==> src/hdl/oust_pkg.sv <==
// Shared types and constants for the ordered unique set table.
`timescale 1ns / 1ps

package oust_pkg;

  localparam int DEF_SET_SIZE = 16;
  localparam int CAUSE_W      = 7;
  localparam int COUNT_OUT_W  = 5;

  typedef logic [CAUSE_W-1:0]     cause_t;
  typedef logic [COUNT_OUT_W-1:0] count_out_t;

  typedef enum logic [2:0] {
    OP_CLEAR  = 3'd0,
    OP_INSERT = 3'd1,
    OP_REMOVE = 3'd2,
    OP_QUERY  = 3'd3,
    OP_MARK   = 3'd4,
    OP_FINISH = 3'd5
  } op_t;

  typedef struct packed {
    op_t    op;
    cause_t cause;
  } req_t;

  typedef struct packed {
    logic       found;
    logic       changed;
    logic       error;
    count_out_t count;
  } rsp_t;

endpackage

==> src/hdl/oust_entry_ram.sv <==
// Entry storage: one write port and one read port with registered read data.
`timescale 1ns / 1ps

module oust_entry_ram #(
  parameter int DEPTH = oust_pkg::DEF_SET_SIZE,
  parameter int AW    = (DEPTH > 1) ? $clog2(DEPTH) : 1
) (
  input  logic                clk,
  input  logic                we,
  input  logic [AW-1:0]       waddr,
  input  oust_pkg::cause_t    wdata,
  input  logic                re,
  input  logic [AW-1:0]       raddr,
  output oust_pkg::cause_t    rdata
);

  oust_pkg::cause_t mem [DEPTH];
  oust_pkg::cause_t rdata_r;

  always_ff @(posedge clk) begin
    if (we) begin
      mem[waddr] <= wdata;
    end
    if (re) begin
      rdata_r <= mem[raddr];
    end
  end

  assign rdata = rdata_r;

endmodule

==> src/hdl/oust_seq.sv <==
// Sequencer that walks the entries one per cycle through a shared comparator.
`timescale 1ns / 1ps

module oust_seq #(
  parameter int SET_SIZE = oust_pkg::DEF_SET_SIZE
) (
  input  logic           clk,
  input  logic           rst_n,
  input  logic           req_valid,
  output logic           req_ready,
  input  oust_pkg::req_t req,
  output logic           rsp_valid,
  input  logic           rsp_ready,
  output oust_pkg::rsp_t rsp
);

  localparam int IW = (SET_SIZE > 1) ? $clog2(SET_SIZE) : 1;
  localparam int CW = $clog2(SET_SIZE + 1);

  typedef enum logic [1:0] {
    ST_IDLE,
    ST_SEARCH,
    ST_COMPACT,
    ST_DONE
  } state_t;

  state_t                state_r, state_nxt;
  oust_pkg::op_t         op_r, op_nxt;
  oust_pkg::cause_t      cause_r, cause_nxt;
  logic [CW-1:0]         count_r, count_nxt;
  logic [CW-1:0]         rd_r, rd_nxt;
  logic [CW-1:0]         wr_r, wr_nxt;
  logic [IW-1:0]         pidx_r, pidx_nxt;
  logic [IW-1:0]         pos_r, pos_nxt;
  logic                  pend_r, pend_nxt;
  logic [SET_SIZE-1:0]   marks_r, marks_nxt;
  logic                  found_r, found_nxt;
  logic                  changed_r, changed_nxt;
  logic                  error_r, error_nxt;

  logic                  ram_we;
  logic [IW-1:0]         ram_waddr;
  oust_pkg::cause_t      ram_wdata;
  logic                  ram_re;
  logic [IW-1:0]         ram_raddr;
  oust_pkg::cause_t      ram_rdata;

  logic                  match;
  logic                  keep;

  oust_entry_ram #(
    .DEPTH (SET_SIZE),
    .AW    (IW)
  ) u_ram (
    .clk   (clk),
    .we    (ram_we),
    .waddr (ram_waddr),
    .wdata (ram_wdata),
    .re    (ram_re),
    .raddr (ram_raddr),
    .rdata (ram_rdata)
  );

  // The one comparator: the entry read last cycle against the request cause.
  assign match = pend_r && (ram_rdata == cause_r);

  // During a remove everything but the matched entry survives; during a
  // finish only the marked entries do.
  assign keep = (op_r == oust_pkg::OP_FINISH) ? marks_r[pidx_r] : (pidx_r != pos_r);

  always_comb begin
    state_nxt   = state_r;
    op_nxt      = op_r;
    cause_nxt   = cause_r;
    count_nxt   = count_r;
    rd_nxt      = rd_r;
    wr_nxt      = wr_r;
    pidx_nxt    = pidx_r;
    pos_nxt     = pos_r;
    pend_nxt    = pend_r;
    marks_nxt   = marks_r;
    found_nxt   = found_r;
    changed_nxt = changed_r;
    error_nxt   = error_r;
    ram_we      = 1'b0;
    ram_waddr   = wr_r[IW-1:0];
    ram_wdata   = ram_rdata;
    ram_re      = 1'b0;
    ram_raddr   = rd_r[IW-1:0];

    unique case (state_r)
      ST_IDLE: begin
        if (req_valid) begin
          op_nxt      = req.op;
          cause_nxt   = req.cause;
          rd_nxt      = '0;
          wr_nxt      = '0;
          pend_nxt    = 1'b0;
          found_nxt   = 1'b0;
          changed_nxt = 1'b0;
          error_nxt   = 1'b0;
          unique case (req.op) inside
            oust_pkg::OP_CLEAR: begin
              changed_nxt = (count_r != '0);
              count_nxt   = '0;
              marks_nxt   = '0;
              state_nxt   = ST_DONE;
            end
            oust_pkg::OP_INSERT, oust_pkg::OP_QUERY, oust_pkg::OP_MARK: begin
              state_nxt = ST_SEARCH;
            end
            oust_pkg::OP_REMOVE: begin
              if (count_r == '0) begin
                error_nxt = 1'b1;
                state_nxt = ST_DONE;
              end else begin
                state_nxt = ST_SEARCH;
              end
            end
            oust_pkg::OP_FINISH: begin
              state_nxt = ST_COMPACT;
            end
            default: begin
              state_nxt = ST_DONE;
            end
          endcase
        end
      end

      ST_SEARCH: begin
        if (match) begin
          found_nxt = 1'b1;
          pend_nxt  = 1'b0;
          state_nxt = ST_DONE;
          if (op_r == oust_pkg::OP_MARK) begin
            marks_nxt[pidx_r] = 1'b1;
          end
          if (op_r == oust_pkg::OP_REMOVE) begin
            // Compact from the matched slot upward.
            pos_nxt   = pidx_r;
            rd_nxt    = CW'(pidx_r);
            wr_nxt    = CW'(pidx_r);
            state_nxt = ST_COMPACT;
          end
        end else if (rd_r < count_r) begin
          ram_re   = 1'b1;
          pend_nxt = 1'b1;
          pidx_nxt = rd_r[IW-1:0];
          rd_nxt   = rd_r + CW'(1);
        end else if (pend_r) begin
          pend_nxt = 1'b0;
        end else begin
          state_nxt = ST_DONE;
          if (op_r == oust_pkg::OP_INSERT) begin
            if (count_r >= CW'(SET_SIZE)) begin
              error_nxt = 1'b1;
            end else begin
              ram_we                     = 1'b1;
              ram_waddr                  = count_r[IW-1:0];
              ram_wdata                  = cause_r;
              marks_nxt[count_r[IW-1:0]] = 1'b0;
              count_nxt                  = count_r + CW'(1);
              changed_nxt                = 1'b1;
            end
          end
        end
      end

      ST_COMPACT: begin
        if (pend_r && keep) begin
          ram_we                = 1'b1;
          marks_nxt[wr_r[IW-1:0]] = marks_r[pidx_r];
          wr_nxt                = wr_r + CW'(1);
        end
        if (rd_r < count_r) begin
          ram_re   = 1'b1;
          pend_nxt = 1'b1;
          pidx_nxt = rd_r[IW-1:0];
          rd_nxt   = rd_r + CW'(1);
        end else begin
          pend_nxt = 1'b0;
          if (!pend_r) begin
            count_nxt = wr_r;
            state_nxt = ST_DONE;
            if (op_r == oust_pkg::OP_FINISH) begin
              changed_nxt = (wr_r != count_r);
              marks_nxt   = '0;
            end else begin
              changed_nxt             = 1'b1;
              marks_nxt[wr_r[IW-1:0]] = 1'b0;
            end
          end
        end
      end

      ST_DONE: begin
        if (rsp_ready) begin
          state_nxt = ST_IDLE;
        end
      end

      default: begin
        state_nxt = ST_IDLE;
      end
    endcase
  end

  always_ff @(posedge clk) begin
    if (!rst_n) begin
      state_r <= ST_IDLE;
      count_r <= '0;
      marks_r <= '0;
      pend_r  <= 1'b0;
    end else begin
      state_r <= state_nxt;
      count_r <= count_nxt;
      marks_r <= marks_nxt;
      pend_r  <= pend_nxt;
    end
    op_r      <= op_nxt;
    cause_r   <= cause_nxt;
    rd_r      <= rd_nxt;
    wr_r      <= wr_nxt;
    pidx_r    <= pidx_nxt;
    pos_r     <= pos_nxt;
    found_r   <= found_nxt;
    changed_r <= changed_nxt;
    error_r   <= error_nxt;
  end

  assign req_ready   = (state_r == ST_IDLE);
  assign rsp_valid   = (state_r == ST_DONE);
  assign rsp.found   = found_r;
  assign rsp.changed = changed_r;
  assign rsp.error   = error_r;
  assign rsp.count   = oust_pkg::count_out_t'(count_r);

endmodule

==> src/hdl/ordered_unique_set_table_core.sv <==
// Top level of the ordered unique set table: stream ports and result register.
//
//  Channel | Ports                         | Contents
//  --------+-------------------------------+--------------------------------------
//  input   | in_tvalid in_tready in_tdata  | tuser: operation; tdata: cause
//          | in_tuser                      |
//  result  | out_tvalid out_tready         | tdata: found, changed, error, count
//          | out_tdata                     |
//
// A clear or an unused operation goes straight to the result. Query, insert
// and mark search the current entries; a finish compacts them by their marks;
// a remove is a search followed by compaction from the hit, or an error on an
// empty set. The time taken is set by the entry RAM's single read port, which
// feeds one entry per cycle to the shared comparator during a search.
// Reset empties the set and clears all marks at once; there is no clearing pass.
// A new request is taken only once the previous result has moved into the
// output register, which then holds it until out_tready.
`timescale 1ns / 1ps

module ordered_unique_set_table_core #(
  parameter int SET_SIZE = oust_pkg::DEF_SET_SIZE
) (
  input  logic       clk,
  input  logic       rst_n,
  input  logic       in_tvalid,
  output logic       in_tready,
  input  logic [7:0] in_tdata,   // [6:0] cause, [7] zero
  input  logic [2:0] in_tuser,   // [2:0] operation
  output logic       out_tvalid,
  input  logic       out_tready,
  output logic [7:0] out_tdata   // [0] found, [1] changed, [2] error, [7:3] count
);

  oust_pkg::req_t req;
  oust_pkg::rsp_t rsp;
  oust_pkg::rsp_t out_rsp_r;
  logic           out_valid_r;
  logic           rsp_valid;
  logic           rsp_ready;

  assign req.op    = oust_pkg::op_t'(in_tuser);
  assign req.cause = in_tdata[oust_pkg::CAUSE_W-1:0];

  // The result register can load when empty or when its result leaves now.
  assign rsp_ready = !out_valid_r || out_tready;

  oust_seq #(
    .SET_SIZE (SET_SIZE)
  ) u_seq (
    .clk       (clk),
    .rst_n     (rst_n),
    .req_valid (in_tvalid),
    .req_ready (in_tready),
    .req       (req),
    .rsp_valid (rsp_valid),
    .rsp_ready (rsp_ready),
    .rsp       (rsp)
  );

  always_ff @(posedge clk) begin
    if (!rst_n) begin
      out_valid_r <= 1'b0;
    end else if (rsp_ready) begin
      out_valid_r <= rsp_valid;
    end
    if (rsp_ready && rsp_valid) begin
      out_rsp_r <= rsp;
    end
  end

  assign out_tvalid = out_valid_r;
  assign out_tdata  = {out_rsp_r.count, out_rsp_r.error, out_rsp_r.changed, out_rsp_r.found};

endmodule
==> config.mk <==
export PLATFORM = sky130hd
export DESIGN_NAME = ordered_unique_set_table_core
export DESIGN_NICKNAME = d
export VERILOG_FILES = /design/src/hdl/oust_pkg.sv /design/src/hdl/oust_entry_ram.sv /design/src/hdl/oust_seq.sv /design/src/hdl/ordered_unique_set_table_core.sv
export SDC_FILE = /design/constraint.sdc
export NUM_CORES = 1
export LEC_CHECK = 0
export ABC_AREA = 1
export BUFFER_PORTS_ARGS = -buffer_cell sky130_fd_sc_hd__buf_2
export CORE_UTILIZATION = 43
export CTS_BUF_LIST = sky130_fd_sc_hd__clkbuf_8 sky130_fd_sc_hd__clkbuf_16
export CTS_CLUSTER_SIZE = 14
export DETAILED_ROUTE_END_ITERATION = 10
export HOLD_SLACK_MARGIN = 0.05
export SLEW_MARGIN = 30
export SYNTH_ARGS = -nofsm -noshare
export SYNTH_HDL_FRONTEND = slang
export SYNTH_HIERARCHICAL = 1
export SYNTH_SLANG_ARGS = --single-unit
==> constraint.sdc <==
create_clock -name clk -period 4.3 [get_ports clk]
set_clock_uncertainty 0.05 [all_clocks]
set_input_delay 0.43 -clock clk [delete_from_list [all_inputs] [get_ports clk]]
set_output_delay 0.43 -clock clk [all_outputs]
set_load 0.01 [all_outputs]
==> impl_metrics.yaml <==
setup_path:
  crit_buf_inv: 3
  endpoint_kind: "register"
  setup.worst_path.class: "register to register"
  path_cells: "inv_1 > ha_1 > nand2_1 > inv_1 > o21ai_0 > nand3_1 > nand2_1 > inv_2 > nand3_2 > o22ai_1 > nand3_1 > nor2_1"
  critPathTopFamily: "simple AND/OR/NAND/NOR gates"
  worst-path-max-fanout: 19
  slowest_delay_ps: 580
  cp.depth: 12
  start_kind: "register"
  arrival_ps: 3980
  r2r_cells: 12
  cp_data_required_time_ps: 4310
  cp_slowest_cell: "o22ai_1"
finish:
  instances_no_fill: 1575
  drive_above_1_share_pct: 9.667
  n_antenna_cell: 0
  layout.nets: 1281
  syn2layout_area_growth_pct: 9.378
power_and_ir_drop:
  power_mw: 7.040
  p_per_area_mw_per_mm2: 635.6
  power_leakage_nw: 4.895
  vdd_drop_max_mv: 0.3367
placed_design:
  place.gp.congestion: 0.9432
  post-place-ws_ps: 436.6
  dp_cells: 1543
  io_buffers: 23
  dpl.hpwl_um: 17070
clocking:
  cts_hold_buffers: 0
  clock_sinks: 183
  clk_pin_slew_ps: 70
  htree_num_levels: 4
  cts_root_buf: "clkbuf_16"
  clk_latency_ps: 430
  cts_max_path_buffers: 2
  cts_tree: "built"
  numCtsBuffers: 17
floorplan:
  fp.dieH_um: 155.5
  dieArea_sq_mm: 0.02417
  die_w_um: 155.5
  pin_count: 25
  start_util_pct: 44.32
  rows: 55
  coreArea_sq_mm: 0.02285
synth:
  syn-instance-count: 1239
  yosysWarnings: 6
  synth_nets: 1271
  syn_avg_cell_area_sq_um: 8.173
  seq_area_frac_synth_pct: 51.80
  ys_seq_elements: 183
  ys_types: 45
  synth_edf_count: 158
  synth_ff_type: "edfxtp_1"
  async_flop_share_pct: 0
  netlist_area_sq_mm: 0.01013
drt:
  drt_iter0_markers: 735
  wl_um: 25710
  wl_per_cell_um: 16.33
  antenna_left: 0
  via_count: 8102
  drc: 0
  dr.pass1.iters: 5
  via_per_inst: 5.144
global_route:
  grt.total_usage_pct: 22.13
  grt_pass1_wl_um: 40570
  overflow: 0
  antenna_found_initial: 0
  grt_max_degree: 62
  first_global_vias: 7297
outcome:
  status: "complete, no violations"
timing:
  hold_viol_final: 0
  maxSlewViolCount: 0
  slew_headroom_pct: 44.54
  finalSetupViolCount: 0
  final.period_utilization_pct: 92.26
  max_freq_mhz: 252.1
  rsz0062_at_grt: "false"
  tightest_slew_ps: 830.9
  tns_ps: 0
  finalCriticalPeriod_ps: 3967
  worst_slack_ps: 332.8
  hold_ws_ps: 119.6
min_path:
  hp-class: "input pin to register"
  min_path_cells: 1
flow_run:
  cap_violations: 0
report_power, final:
group | leakage [nW] | internal (mW) | switching (mW)
registers | 1.64 | 2.30 | 0.201
clock network | 0.287 | 0.826 | 0.744
logic | 2.97 | 0.780 | 2.19
total | 4.90 | 3.91 | 3.13
Yosys cell counts (all sizes together), types with 2 or more instances:
cell	count	area, sq um
inv	204	765.7
xor2	8	70.07
nor4	2	12.51
nand3	134	688.2
o22ai	5	31.28
nor3	4	25.02
mux2	5	56.30
a21oi	45	281.5
o31ai	3	22.52
o21ai	76	384.1
dfxtp	25	500.5
edfxtp	158	4745
nand4	2	12.51
nor2	68	295.3
buf	36	231.5
o32ai	2	17.52
or2	5	31.28
ha	17	212.7
o211ai	5	42.54
clkbuf	12	45.04
nand2	416	1607
timing repair:
action | in CTS | in global routing
setup buffers | 0 | 0
gates resized for setup | 0 | 1
endpoints found under the setup margin | 0 | 7
registers in the layout, summed over array words and instances, names as in the netlist, 5 cells and up:
name / count
u_seq/u_ram/mem: 112
u_seq/marks_r: 16
out_tdata: 8
u_seq/cause_r: 7
u_seq/u_ram/rdata: 7
u_seq/count_r: 5
u_seq/rd_r: 5
u_seq/wr_r: 5
per-layer routing:
metal,track usage [%],part of all wire (%)
met1,29.86,44
met2,35.79,47
met3,4.039,6.6
met4,7.610,2.2
met5,0,0
kinds of logic (layout without fill, tap and decap cells):
group / after synthesis / in the layout / synth area share (%)
AOI/OAI and AO/OA: 140 / 140 / 7.995
xor gates and xnor gates: 9 / 9 / 0.7785
adders and majority gates: 17 / 17 / 2.101
buffers and inverters: 253 / 276 / 10.33
DFF: 183 / 183 / 51.80
muxes: 5 / 5 / 0.5560
and+or+nand+nor: 632 / 632 / 26.44
cell usage in the layout (no fill, tap or decap), types with 15 or more instances in the layout:
master | netlist | routed
clkbuf_16 | 0 | 17
nand3_1 | 132 | 132
o21ai_0 | 61 | 61
nand2_1 | 400 | 400
nor2_1 | 65 | 64
buf_4 | 9 | 16
dfxtp_1 | 25 | 25
edfxtp_1 | 158 | 158
a21oi_1 | 32 | 32
buf_2 | 20 | 23
inv_1 | 198 | 199
ha_1 | 17 | 17
nand2_2 | 15 | 15
final timing paths:
kind                                       start                      to  slack, ps
worst min-delay path                 in_tdata[2]        u_seq/cause_r[2]        120
worst min register to register   u_seq/changed_r            out_tdata[1]        380
worst max-delay path            u_seq/count_r[2]  u_seq/u_ram/mem[14][2]        330
worst max register to register  u_seq/count_r[2]  u_seq/u_ram/mem[14][2]        330
layout make-up:
cell class / instances / area, sq um
clock buffers: 17 / 425.4
multi-input cells: 803 / 3842
flip-flops and latches: 183 / 5245
repair buffers: 39 / 235.2
clock inverters: 15 / 165.2
inverters: 205 / 770.7
well taps: 313 / 391.6
fillers: 2259 / 11770
metrics by stage:
stage	area, sq um	util [%]
after global placement	10480	45.88
after CTS	11070	48.46
after detailed placement	10480	45.88
final	11080	48.48
after floorplan	10130	-
after global routing	11080	48.48
(Power assumes the default switching activity.)
